**src/hw/rtl/brf_pkg.sv**
```systemverilog
package brf_pkg;

  // Storage and request geometry.
  localparam int DEPTH     = 256;
  localparam int PTR_W     = $clog2(DEPTH);
  localparam int CAP_W     = PTR_W + 1;
  localparam int MAX_BURST = 8;
  localparam int LEN_W     = 4;
  localparam int IDX_W     = 3;
  localparam int DATA_W    = 64;

  localparam logic [CAP_W-1:0] CAP_MIN   = CAP_W'(2);
  localparam logic [CAP_W-1:0] CAP_MAX   = CAP_W'(DEPTH);
  localparam logic [CAP_W-1:0] CAP_RESET = CAP_W'(DEPTH);

  typedef enum logic [1:0] {
    FUNC_PUSH   = 2'd0,
    FUNC_POP    = 2'd1,
    FUNC_CLEAR  = 2'd2,
    FUNC_STATUS = 2'd3
  } brf_func_e;

  typedef enum logic [1:0] {
    ST_IDLE,
    ST_PUSH,
    ST_POP,
    ST_DONE
  } brf_state_e;

  // Result of one transaction as handed from the sequencer to the output stage.
  typedef struct packed {
    logic              ok;
    logic [DATA_W-1:0] read_data;
    logic [PTR_W-1:0]  used_count;
    logic [PTR_W-1:0]  free_count;
  } brf_res_t;

  // Advance a pointer by one slot, wrapping at the active capacity.
  function automatic logic [PTR_W-1:0] next_ptr(input logic [PTR_W-1:0] p,
                                                input logic [CAP_W-1:0] cap);
    logic [CAP_W-1:0] inc;
    inc = {1'b0, p} + CAP_W'(1);
    return (inc >= cap) ? '0 : inc[PTR_W-1:0];
  endfunction

  // Bring a written capacity into the supported range.
  function automatic logic [CAP_W-1:0] clamp_cap(input logic [CAP_W-1:0] c);
    logic [CAP_W-1:0] r;
    r = c;
    if (c < CAP_MIN) r = CAP_MIN;
    if (c > CAP_MAX) r = CAP_MAX;
    return r;
  endfunction

endpackage

```
**src/hw/rtl/brf_req_if.sv**
```systemverilog
interface brf_req_if import brf_pkg::*; ();

  logic              valid;
  logic              ready;
  logic [1:0]        func;
  logic [LEN_W-1:0]  length;
  logic [DATA_W-1:0] write_data;

  modport source (output valid, output func, output length, output write_data,
                  input ready);
  modport sink (input valid, input func, input length, input write_data,
                output ready);

endinterface

```
**src/hw/rtl/brf_rsp_if.sv**
```systemverilog
interface brf_rsp_if import brf_pkg::*; ();

  logic              valid;
  logic              ready;
  logic              ok;
  logic [DATA_W-1:0] read_data;
  logic [PTR_W-1:0]  used_count;
  logic [PTR_W-1:0]  free_count;

  modport source (output valid, output ok, output read_data, output used_count,
                  output free_count, input ready);
  modport sink (input valid, input ok, input read_data, input used_count,
                input free_count, output ready);

endinterface

```
**src/hw/rtl/byte_ring_fifo_core.sv**
```systemverilog
// Circular byte FIFO that keeps one slot empty, so a capacity of N stores at most
// N-1 bytes. Each request pushes, pops, clears or only reports status, and every
// request gives one response with the success flag, popped bytes and the used and
// free counts afterwards. Push and pop move 1 to 8 bytes and are all-or-nothing.
// The storage is a single byte-wide RAM with one write and one registered read
// port, so push and pop move their bytes one at a time, while a clear, a status
// query or a rejected request moves none. A request is taken only after the one
// before has passed its result on, but a new request is taken while an earlier
// response still waits in the output register. Writing the capacity register
// empties the FIFO; values below 2 act as 2 and values above 256 act as 256.
// Write it only while no request is in flight.
module byte_ring_fifo_core import brf_pkg::*; (
  input  logic             clk_i,
  input  logic             rst_ni,
  input  logic             cfg_we_i,
  input  logic [CAP_W-1:0] cfg_wdata_i,
  brf_req_if.sink          req_i,
  brf_rsp_if.source        rsp_o
);

  logic             mem_we;
  logic [PTR_W-1:0] mem_waddr;
  logic [7:0]       mem_wdata;
  logic [PTR_W-1:0] mem_raddr;
  logic [7:0]       mem_rdata;
  logic             res_valid;
  logic             res_ready;
  brf_res_t         res;
  logic             out_valid_q, out_valid_d;
  brf_res_t         out_q;

  brf_seq u_seq (
    .clk_i       (clk_i),
    .rst_ni      (rst_ni),
    .cfg_we_i    (cfg_we_i),
    .cfg_wdata_i (cfg_wdata_i),
    .req_i       (req_i),
    .mem_we_o    (mem_we),
    .mem_waddr_o (mem_waddr),
    .mem_wdata_o (mem_wdata),
    .mem_raddr_o (mem_raddr),
    .mem_rdata_i (mem_rdata),
    .res_valid_o (res_valid),
    .res_ready_i (res_ready),
    .res_o       (res)
  );

  brf_ram #(
    .ADDR_W (PTR_W),
    .DATA_W (8)
  ) u_ram (
    .clk_i   (clk_i),
    .we_i    (mem_we),
    .waddr_i (mem_waddr),
    .wdata_i (mem_wdata),
    .raddr_i (mem_raddr),
    .rdata_o (mem_rdata)
  );

  // The output register frees up in the same cycle its transaction completes.
  assign res_ready = !out_valid_q || rsp_o.ready;

  always_comb begin
    out_valid_d = out_valid_q;
    if (res_valid && res_ready) begin
      out_valid_d = 1'b1;
    end else if (rsp_o.ready) begin
      out_valid_d = 1'b0;
    end
  end

  always_ff @(posedge clk_i or negedge rst_ni) begin
    if (!rst_ni) begin
      out_valid_q <= 1'b0;
    end else begin
      out_valid_q <= out_valid_d;
    end
  end

  always_ff @(posedge clk_i) begin
    if (res_valid && res_ready) begin
      out_q <= res;
    end
  end

  // Response channel.
  assign rsp_o.valid      = out_valid_q;
  assign rsp_o.ok         = out_q.ok;
  assign rsp_o.read_data  = out_q.read_data;
  assign rsp_o.used_count = out_q.used_count;
  assign rsp_o.free_count = out_q.free_count;

endmodule

```
**src/hw/rtl/brf_ram.sv**
```systemverilog
module brf_ram #(
  parameter int ADDR_W = 8,
  parameter int DATA_W = 8
) (
  input  logic              clk_i,
  input  logic              we_i,
  input  logic [ADDR_W-1:0] waddr_i,
  input  logic [DATA_W-1:0] wdata_i,
  input  logic [ADDR_W-1:0] raddr_i,
  output logic [DATA_W-1:0] rdata_o
);

  logic [DATA_W-1:0] mem [2**ADDR_W];

  // One write port and one registered read port.
  always_ff @(posedge clk_i) begin
    if (we_i) begin
      mem[waddr_i] <= wdata_i;
    end
    rdata_o <= mem[raddr_i];
  end

endmodule

```
**src/hw/rtl/brf_seq.sv**
```systemverilog
module brf_seq import brf_pkg::*; (
  input  logic             clk_i,
  input  logic             rst_ni,
  input  logic             cfg_we_i,
  input  logic [CAP_W-1:0] cfg_wdata_i,
  brf_req_if.sink          req_i,
  output logic             mem_we_o,
  output logic [PTR_W-1:0] mem_waddr_o,
  output logic [7:0]       mem_wdata_o,
  output logic [PTR_W-1:0] mem_raddr_o,
  input  logic [7:0]       mem_rdata_i,
  output logic             res_valid_o,
  input  logic             res_ready_i,
  output brf_res_t         res_o
);

  brf_state_e state_q, state_d;

  logic [CAP_W-1:0]  cap_q, cap_d;
  logic [PTR_W-1:0]  rp_q, rp_d;
  logic [PTR_W-1:0]  wp_q, wp_d;
  logic [PTR_W-1:0]  used_q, used_d;
  logic [IDX_W-1:0]  cnt_q, cnt_d;
  logic [LEN_W-1:0]  len_q, len_d;
  logic [DATA_W-1:0] wdata_q, wdata_d;
  logic [DATA_W-1:0] rdata_q;
  logic              ok_q, ok_d;
  logic              rd_pend_q;
  logic [IDX_W-1:0]  rd_idx_q;

  logic             accept;
  logic             len_valid;
  logic             last_byte;
  logic [CAP_W-1:0] room;
  brf_func_e        func;

  assign func      = brf_func_e'(req_i.func);
  assign accept    = req_i.valid && req_i.ready;
  assign room      = cap_q - CAP_W'(1) - {1'b0, used_q};
  assign len_valid = (req_i.length != '0) && (req_i.length <= LEN_W'(MAX_BURST));
  assign last_byte = ({1'b0, cnt_q} == (len_q - LEN_W'(1)));

  // Next state.
  always_comb begin
    state_d = state_q;
    unique case (state_q)
      ST_IDLE: begin
        if (accept) begin
          state_d = ST_DONE;
          unique case (func)
            FUNC_PUSH: begin
              if (len_valid && ({5'b0, req_i.length} <= room)) state_d = ST_PUSH;
            end
            FUNC_POP: begin
              if (len_valid && ({5'b0, req_i.length} <= {1'b0, used_q})) begin
                state_d = ST_POP;
              end
            end
            FUNC_CLEAR, FUNC_STATUS: state_d = ST_DONE;
            default: state_d = ST_DONE;
          endcase
        end
      end
      ST_PUSH: if (last_byte) state_d = ST_DONE;
      ST_POP:  if (last_byte) state_d = ST_DONE;
      ST_DONE: if (res_valid_o && res_ready_i) state_d = ST_IDLE;
      default: state_d = ST_IDLE;
    endcase
  end

  // Handshake and storage port outputs.
  always_comb begin
    req_i.ready = (state_q == ST_IDLE);
    res_valid_o = (state_q == ST_DONE) && !rd_pend_q;
    mem_we_o    = (state_q == ST_PUSH);
    mem_waddr_o = wp_q;
    mem_wdata_o = wdata_q[8*cnt_q +: 8];
    mem_raddr_o = rp_q;
  end

  // Pointers, counts and the latched request.
  always_comb begin
    cap_d   = cap_q;
    rp_d    = rp_q;
    wp_d    = wp_q;
    used_d  = used_q;
    cnt_d   = cnt_q;
    len_d   = len_q;
    wdata_d = wdata_q;
    ok_d    = ok_q;
    if (cfg_we_i) begin
      cap_d  = clamp_cap(cfg_wdata_i);
      rp_d   = '0;
      wp_d   = '0;
      used_d = '0;
    end else if (accept) begin
      cnt_d   = '0;
      len_d   = req_i.length;
      wdata_d = req_i.write_data;
      ok_d    = (state_d != ST_DONE) || (func == FUNC_CLEAR) || (func == FUNC_STATUS);
      if (func == FUNC_CLEAR) begin
        rp_d   = '0;
        wp_d   = '0;
        used_d = '0;
      end
    end else if (state_q == ST_PUSH) begin
      wp_d   = next_ptr(wp_q, cap_q);
      used_d = used_q + PTR_W'(1);
      cnt_d  = cnt_q + IDX_W'(1);
    end else if (state_q == ST_POP) begin
      rp_d   = next_ptr(rp_q, cap_q);
      used_d = used_q - PTR_W'(1);
      cnt_d  = cnt_q + IDX_W'(1);
    end
  end

  // Control registers.
  always_ff @(posedge clk_i or negedge rst_ni) begin
    if (!rst_ni) begin
      state_q   <= ST_IDLE;
      cap_q     <= CAP_RESET;
      rp_q      <= '0;
      wp_q      <= '0;
      used_q    <= '0;
      rd_pend_q <= 1'b0;
    end else begin
      state_q   <= state_d;
      cap_q     <= cap_d;
      rp_q      <= rp_d;
      wp_q      <= wp_d;
      used_q    <= used_d;
      rd_pend_q <= (state_q == ST_POP);
    end
  end

  // Payload registers; each popped byte goes from the RAM's registered read port into its lane of the read data.
  always_ff @(posedge clk_i) begin
    cnt_q    <= cnt_d;
    len_q    <= len_d;
    wdata_q  <= wdata_d;
    ok_q     <= ok_d;
    rd_idx_q <= cnt_q;
    if (accept) begin
      rdata_q <= '0;
    end else if (rd_pend_q) begin
      rdata_q[8*rd_idx_q +: 8] <= mem_rdata_i;
    end
  end

  // Result fields.
  always_comb begin
    res_o.ok         = ok_q;
    res_o.read_data  = rdata_q;
    res_o.used_count = used_q;
    res_o.free_count = room[PTR_W-1:0];
  end

endmodule

```
**src/flat_wrapper.sv**
```systemverilog
// flat-port wrapper written by rule: the top's interface ports become plain ports
module byte_ring_fifo_core_flat import brf_pkg::*;
  (clk_i, rst_ni, cfg_we_i, cfg_wdata_i, req_i_valid, req_i_func, req_i_length, req_i_write_data, req_i_ready, rsp_o_valid, rsp_o_ok, rsp_o_read_data, rsp_o_used_count, rsp_o_free_count, rsp_o_ready);
  brf_req_if req_i_i ();
  brf_rsp_if rsp_o_i ();
  input  logic clk_i;
  input  logic rst_ni;
  input  logic cfg_we_i;
  input  logic [CAP_W-1:0] cfg_wdata_i;
  input wire logic [$bits(req_i_i.valid)-1:0] req_i_valid;
  input wire logic [$bits(req_i_i.func)-1:0] req_i_func;
  input wire logic [$bits(req_i_i.length)-1:0] req_i_length;
  input wire logic [$bits(req_i_i.write_data)-1:0] req_i_write_data;
  output wire logic [$bits(req_i_i.ready)-1:0] req_i_ready;
  output wire logic [$bits(rsp_o_i.valid)-1:0] rsp_o_valid;
  output wire logic [$bits(rsp_o_i.ok)-1:0] rsp_o_ok;
  output wire logic [$bits(rsp_o_i.read_data)-1:0] rsp_o_read_data;
  output wire logic [$bits(rsp_o_i.used_count)-1:0] rsp_o_used_count;
  output wire logic [$bits(rsp_o_i.free_count)-1:0] rsp_o_free_count;
  input wire logic [$bits(rsp_o_i.ready)-1:0] rsp_o_ready;
  assign req_i_i.valid = req_i_valid;
  assign req_i_i.func = req_i_func;
  assign req_i_i.length = req_i_length;
  assign req_i_i.write_data = req_i_write_data;
  assign req_i_ready = req_i_i.ready;
  assign rsp_o_valid = rsp_o_i.valid;
  assign rsp_o_ok = rsp_o_i.ok;
  assign rsp_o_read_data = rsp_o_i.read_data;
  assign rsp_o_used_count = rsp_o_i.used_count;
  assign rsp_o_free_count = rsp_o_i.free_count;
  assign rsp_o_i.ready = rsp_o_ready;
  byte_ring_fifo_core u_core (.clk_i(clk_i), .rst_ni(rst_ni), .cfg_we_i(cfg_we_i), .cfg_wdata_i(cfg_wdata_i), .req_i(req_i_i), .rsp_o(rsp_o_i));
endmodule
```
**config.mk**
```make
export PLATFORM = sky130hd
export DESIGN_NAME = byte_ring_fifo_core_flat
export DESIGN_NICKNAME = d
export VERILOG_FILES = /design/src/hw/rtl/brf_pkg.sv /design/src/hw/rtl/brf_req_if.sv /design/src/hw/rtl/brf_rsp_if.sv /design/src/hw/rtl/byte_ring_fifo_core.sv /design/src/hw/rtl/brf_ram.sv /design/src/hw/rtl/brf_seq.sv /design/src/flat_wrapper.sv
export SDC_FILE = /design/constraint.sdc
export NUM_CORES = 2
export LEC_CHECK = 0
export BUFFER_PORTS_ARGS = -buffer_cell sky130_fd_sc_hd__buf_2
export CORE_UTILIZATION = 30
export CTS_CLUSTER_SIZE = 20
export DETAILED_ROUTE_END_ITERATION = 10
export GPL_TIMING_DRIVEN = 0
export PLACE_DENSITY = 0.45
export SLEW_MARGIN = 40
export SYNTH_ARGS = -nofsm -noshare
export SYNTH_HDL_FRONTEND = slang
export SYNTH_SLANG_ARGS = --single-unit
export TNS_END_PERCENT = 100
```
**constraint.sdc**
```tcl
create_clock -name clk_i -period 7.3 [get_ports clk_i]
set_input_delay 1.095 -clock clk_i [delete_from_list [all_inputs] [get_ports clk_i]]
set_output_delay 1.095 -clock clk_i [all_outputs]
set_load 0.01 [all_outputs]
```
# --- After elaboration in Yosys (flattened, before gate mapping) ---
# Memory sizes are Yosys's and may differ from the RTL's. A register that Yosys moved wholly into a read port is not among the register bits.
# Index checks and enable logic that the tools add are counted.
word_totals:
  ramBits: 2048
  latchBits: 0
  word_cells: 104
  memories: 1
  register_bits: 257
  inputBits: 84
  romBits: 0
  output_inout_bits: 83
mem_list:
  columns: ["name", "depth", "width", "read_ports", "rd_clocked_by_memory_dff", "wr", "line_no", "rtl"]
  rows:
  - ["u_core.u_ram.mem", 256, 8, 1, 1, 1, "brf_ram.sv:13", "logic [DATA_W-1:0] mem [2**ADDR_W];"]
op_classes:
  reduce_logical: 26
  div_mod_pow: 0
  bitwise: 1
  add_sub_neg: 9
  magnitude_cmp: 7
  muxes: 30
  n_eq_ne: 10
  multipliers: 0
  n_shift: 3
ops:
  columns: ["op", "count"]
  rows:
  - ["$mux W8", 14]
  - ["$bwmux W64", 1]
  - ["$shift A8 B34 Y64 const A", 1]
  - ["$shiftx A64 B7 Y8", 1]
  - ["$shiftx A8 B34 Y64", 1]
  - ["$neg A6 Y34", 1]
  - ["$add A8 B1 Y9 const B", 2]
  - ["$ge A9 B9 Y1", 2]
  - ["$mux W9", 2]
  - ["$pmux W2 S3", 2]
  - ["$gt A9 B9 Y1 const B", 1]
  - ["$le A4 B9 Y1", 1]
  - ["$lt A9 B2 Y1 const B", 1]
  - ["$reduce_bool A3 Y1", 3]
  - ["$sub A9 B1 Y9 const B", 1]
  - ["$sub A9 B8 Y9", 1]
  - ["$add A8 B1 Y8 const B", 1]
  - ["$eq A2 B2 Y1 const B", 4]
  - ["$le A4 B8 Y1", 1]
  - ["$mux W2", 4]
  - ["$reduce_and A2 Y1", 4]
  - ["$reduce_bool A4 Y1", 2]
  - ["$sub A8 B1 Y8 const B", 1]
  - ["$logic_and A1 B1 Y1", 6]
  - ["17 further kinds", 28]

# --- Longest topological paths before layout ---
logic_depth:
  depth_word: 11
  depth_mapped: 14
  mapped_depth_nobuf: 12

# --- Hierarchy ---
# From an unflattened synthesis, not the netlist that was laid out.
unflattened:
  cells_unflattened: 4558
  hier_area_um2: 90401.7
modules_own_cells:
  columns: ["module", "instances", "seq_area_each_um2", "cells_each", "area_per_inst_um2"]
  rows:
  - ["brf_ram", 1, 61659.1, 3733, 79556.3]
  - ["brf_seq", 1, 4405.5, 740, 8359.3]
  - ["byte_ring_fifo_core", 1, 2457.4, 85, 2486.1]

# --- Worst setup path before layout ---
# OpenSTA, ideal clock, no wires.
synth_path:
  path_type: "input to register"
  startpoint: "input port rsp_o_ready"
  endpoint: "register u_core.out_q (netlist bit u_core.rsp_o.free_count[0]) (enable)"
  arrival_ns: 4.528
  stages: 2
  path_buffers: 0
  path_slack_ns: 2.251
  setup_time_ns: 0.521
  required_time_ns: 6.779
  cell_sequence: "nor2b_1 nor2_1"
synth_between:
  elab_chain_cells: 2
synth_rtl:
  columns: ["item", "line_no", "rtl"]
  rows:
  - ["start: declaration", "flat_wrapper.sv:20", "input wire logic [$bits(rsp_o_i.ready)-1:0] rsp_o_ready;"]
  - ["$logic_or A1 B1 Y1", "byte_ring_fifo_core.sv:61", "assign res_ready = !out_valid_q || rsp_o.ready;"]
  - ["$logic_and A1 B1 Y1", "byte_ring_fifo_core.sv:81", "if (res_valid && res_ready) begin"]
  - ["end signal: assignment", "byte_ring_fifo_core.sv:82", "out_q <= res;"]
  - ["end: declaration", "byte_ring_fifo_core.sv:30", "brf_res_t out_q;"]
# Every way passes these cells.
# A chain may end at the register's enable or synchronous reset.

==> results.py <==
metrics = {
    "placement": {
        "place_inst": 9199,
        "place_congestion": 1.03,
        "port_buffers": 165,
        "dp_hpwl_um": 264000,
    },
    "yosys": {
        "yosys_warnings": 0,
        "synth_area_leaders": "edfxtp_1 (72%), mux4_2 (7.1%), mux2i_1 (4.4%), mux4_1 (2.2%), dfxtp_1 (1.6%)",
        "synth_top_cell_by_area": "edfxtp_1",
        "synth_ff_type": "edfxtp_1",
        "synth_area_um2": 91700,
        "syn_inst": 4862,
        "syn_nets": 5001,
        "async_reset_ff_share_pct": 1.60,
        "synth.yosys.seq_area_share_pct": 74.7,
        "synth.top_cell.area_share_pct": 72.1,
        "ys_ff_latch": 2313,
        "synth_edf_count": 2201,
        "syn_avg_cell_area_um2": 18.9,
        "synth_cell_types": 74,
        "synth_most_common_cell": "edfxtp_1",
        "synthTopCellsByCount": "edfxtp_1 (2201), mux2i_1 (406), nor2_1 (379)",
    },
    "timing": {
        "timing.fmax_ghz": 0.169,
        "rsz0062_at_grt": "false",
        "period_needed_ps": 5920,
        "hold_violations": 0,
        "slew_headroom_pct": 35.1,
        "worst_pin_slew_ps": 949,
        "period_share_pct": 81.1,
        "tns_ps": 0,
        "fin_hold_ws_ps": 239,
        "drv_slew": 0,
        "skew_ps": 59.2,
        "finalSetupViolations": 0,
    },
    "detailed_routing": {
        "drtIter0Drc": 7779,
        "wl_per_cell_um": 39.2,
        "wirelength_um": 379000,
        "drcViolationCount": 0,
        "route.antenna.remaining_nets": 0,
        "vias_per_cell": 5.55,
        "vias": 53700,
        "dr.pass1.iters": 5,
    },
    "worst_setup_path": {
        "rr_startpoint": "u_core.u_seq.mem_raddr_o[1]",
        "cp.arrival_ps": 6580,
        "crit_type": "reg2reg",
        "critPathRequiredTime_ps": 7960,
        "worstSetupEndpointType": "flop",
        "crit_fanout": 11,
        "critPathLaunchType": "flop",
        "crit_start": "u_core.u_seq.mem_raddr_o[1]",
    },
    "grt": {
        "antenna_found_initial": 25,
        "grt_max_degree": 96,
        "grtUsageTotal_pct": 24.2,
        "grt_pass1_vias": 51000,
        "grt_pass1_wl_um": 493000,
        "grt_overflow": 0,
    },
    "run": {
        "drv_cap": 0,
    },
    "power_and_ir_drop": {
        "internal_power_uw": 27800,
        "swShare_pct": 32.4,
        "clock_power_share_pct": 31.9,
        "sequentialPowerShare_pct": 42.2,
        "total_switching_power_uw": 13300,
        "ir_drop_v": 0.000224,
        "p_per_area_nw_per_um2": 376,
        "cellLeakagePower_uw": 0.0346,
        "p_comb_share_pct": 25.9,
    },
    "finish": {
        "fin_cells": 9677,
        "fin_util_pct": 36.0,
        "fin_nets": 5529,
        "synthToLayoutAreaGrowth_pct": 19.2,
        "drive_above_1_share_pct": 25.9,
        "nFillCells": 28200,
    },
    "floorplan": {
        "dieHeight_um": 555,
        "start_util_pct": 30.2,
        "io_pins": 167,
        "rows": 202,
        "core_area_um2": 304000,
        "dieArea_um2": 308000,
        "die_w_um": 555,
    },
    "cts": {
        "cts_sinks": 2313,
        "cts-root-buf": "clkbuf_16",
        "cts.repair.resized": 0,
        "numCtsBuffers": 269,
        "max-clock-path-buffers": 4,
        "clk_pin_slew_ps": 60,
        "cts_tree": "yes",
        "htreeDepth": 5,
        "ctsHoldBuffers": 0,
        "clk_latency_ps": 890,
        "postCtsSetupBuffers": 0,
    },
    "status": {
        "status": "finished clean",
    },
    "min_path": {
        "hold_class": "in2async",
    },
}
path summary, 6_finish.rpt:
kind	end	slack [ps]	depth (start not counted)
max reg2reg	u_core.u_ram.rdata_o[5]	1380	10
min in group clk_i	u_core.u_seq.rd_idx_q[2]	370	0
max	u_core.u_ram.rdata_o[5]	1380	10
min reg2reg	u_core.u_seq.rd_idx_q[2]	370	0
max in group asynchronous	u_core.u_seq.mem_raddr_o[7]	6640	1
min	u_core.rsp_o.valid	240	1
kinds of logic after synthesis:
| kind of cell | after synthesis | synth area share (%) |
|---|---|---|
| AOI/OAI and AO/OA | 554 | 4.11 |
| xor gates and xnor gates | 28 | 0.267 |
| adders and majority gates | 55 | 0.767 |
| buffers and inverters | 323 | 2.23 |
| DFF | 2313 | 74.7 |
| muxes | 787 | 13.9 |
| and+or+nand+nor | 802 | 3.96 |
flip-flops by register name, summed over array words and instances, names as in the netlist, 8 cells and up:
name,count
u_core.u_seq.mem_waddr_o,8
u_core.u_ram.mem,2048
u_core.u_seq.mem_raddr_o,8
u_core.u_seq.used_q,8
u_core.rsp_o.used_count,8
u_core.rsp_o.read_data,64
u_core.u_seq.rdata_q,64
u_core.u_seq.wdata_q,64
u_core.rsp_o.free_count,8
u_core.u_seq.cap_q,9
u_core.u_ram.rdata_o,8
worst max-delay path, cell delays in order, from the launching register on:
cell,delay (ps)
dfrtp_1,430
buf_2,480
buf_4,420
buf_2,790
buf_4,600
buf_2,740
mux4_2,440
o22ai_1,230
a22oi_1,360
nand4_1,400
nor3_2,730
final cells by class:
cell class	instances	area, um^2	share of cell area, %
plain buffers	283	2100	1.92
flip-flops and latches	2313	68500	62.7
repair buffers	257	2920	2.67
multi-input cells	2226	22200	20.3
well taps	4080	5100	4.67
clock buffers	323	7140	6.53
inverters	40	150	0.137
clock inverters	146	1200	1.10
diodes	9	22.5	0.0206
layout by cell type, fill, tap and decap left out, drive strengths merged, types with 11 or more instances in the layout:
cell        n
edfxtp   2201
clkbuf    470
mux2i     406
buf       393
nor2      379
mux4      368
nand2     127
o221ai    120
clkinv    112
o22ai     109
a21oi     105
o21ai      90
nor3       84
dfxtp      75
nand3      66
ha         53
inv        52
dfrtp      36
nor4       32
a211oi     28
nor2b      22
a22oi      17
nand2b     17
bufinv     17
xnor2      16
and2       15
nand4      13
mux2       13
a2111oi    13
xor2       12
a21o       11
stage by stage:
step | worst slack [ps] | total power, uW | cell area [um^2]
floorplan | 2250 | 22700 | 91700
global placement | -693 | 27900 | 97600
detailed placement | 1750 | 28100 | 101000
CTS | 1720 | 41100 | 109000
global route | 1640 | 41900 | 109000
finish | 1380 | 41100 | 109000
power groups by stage:
stage / logic (uW) / clock network (uW) / registers [uW]
2_1_floorplan: 4780 / 0 / 17900
3_3_place_gp: 9500 / 0 / 18400
3_5_place_dp: 10500 / 0 / 17600
4_1_cts: 10500 / 13300 / 17400
5_1_grt: 10900 / 13700 / 17400
6_report: 10600 / 13100 / 17400
metal layers:
layer / track usage [%] / vias to the layer above / wire length, um
met1: 32.8 / 29000 / 157000
met4: 12.2 / 10 / 22400
met2: 36.8 / 2958 / 168000
li1: - / 21000 / -
met3: 4.92 / 738 / 31700
met5: 0 / - / 57
Power figures use the tool's default switching activity.
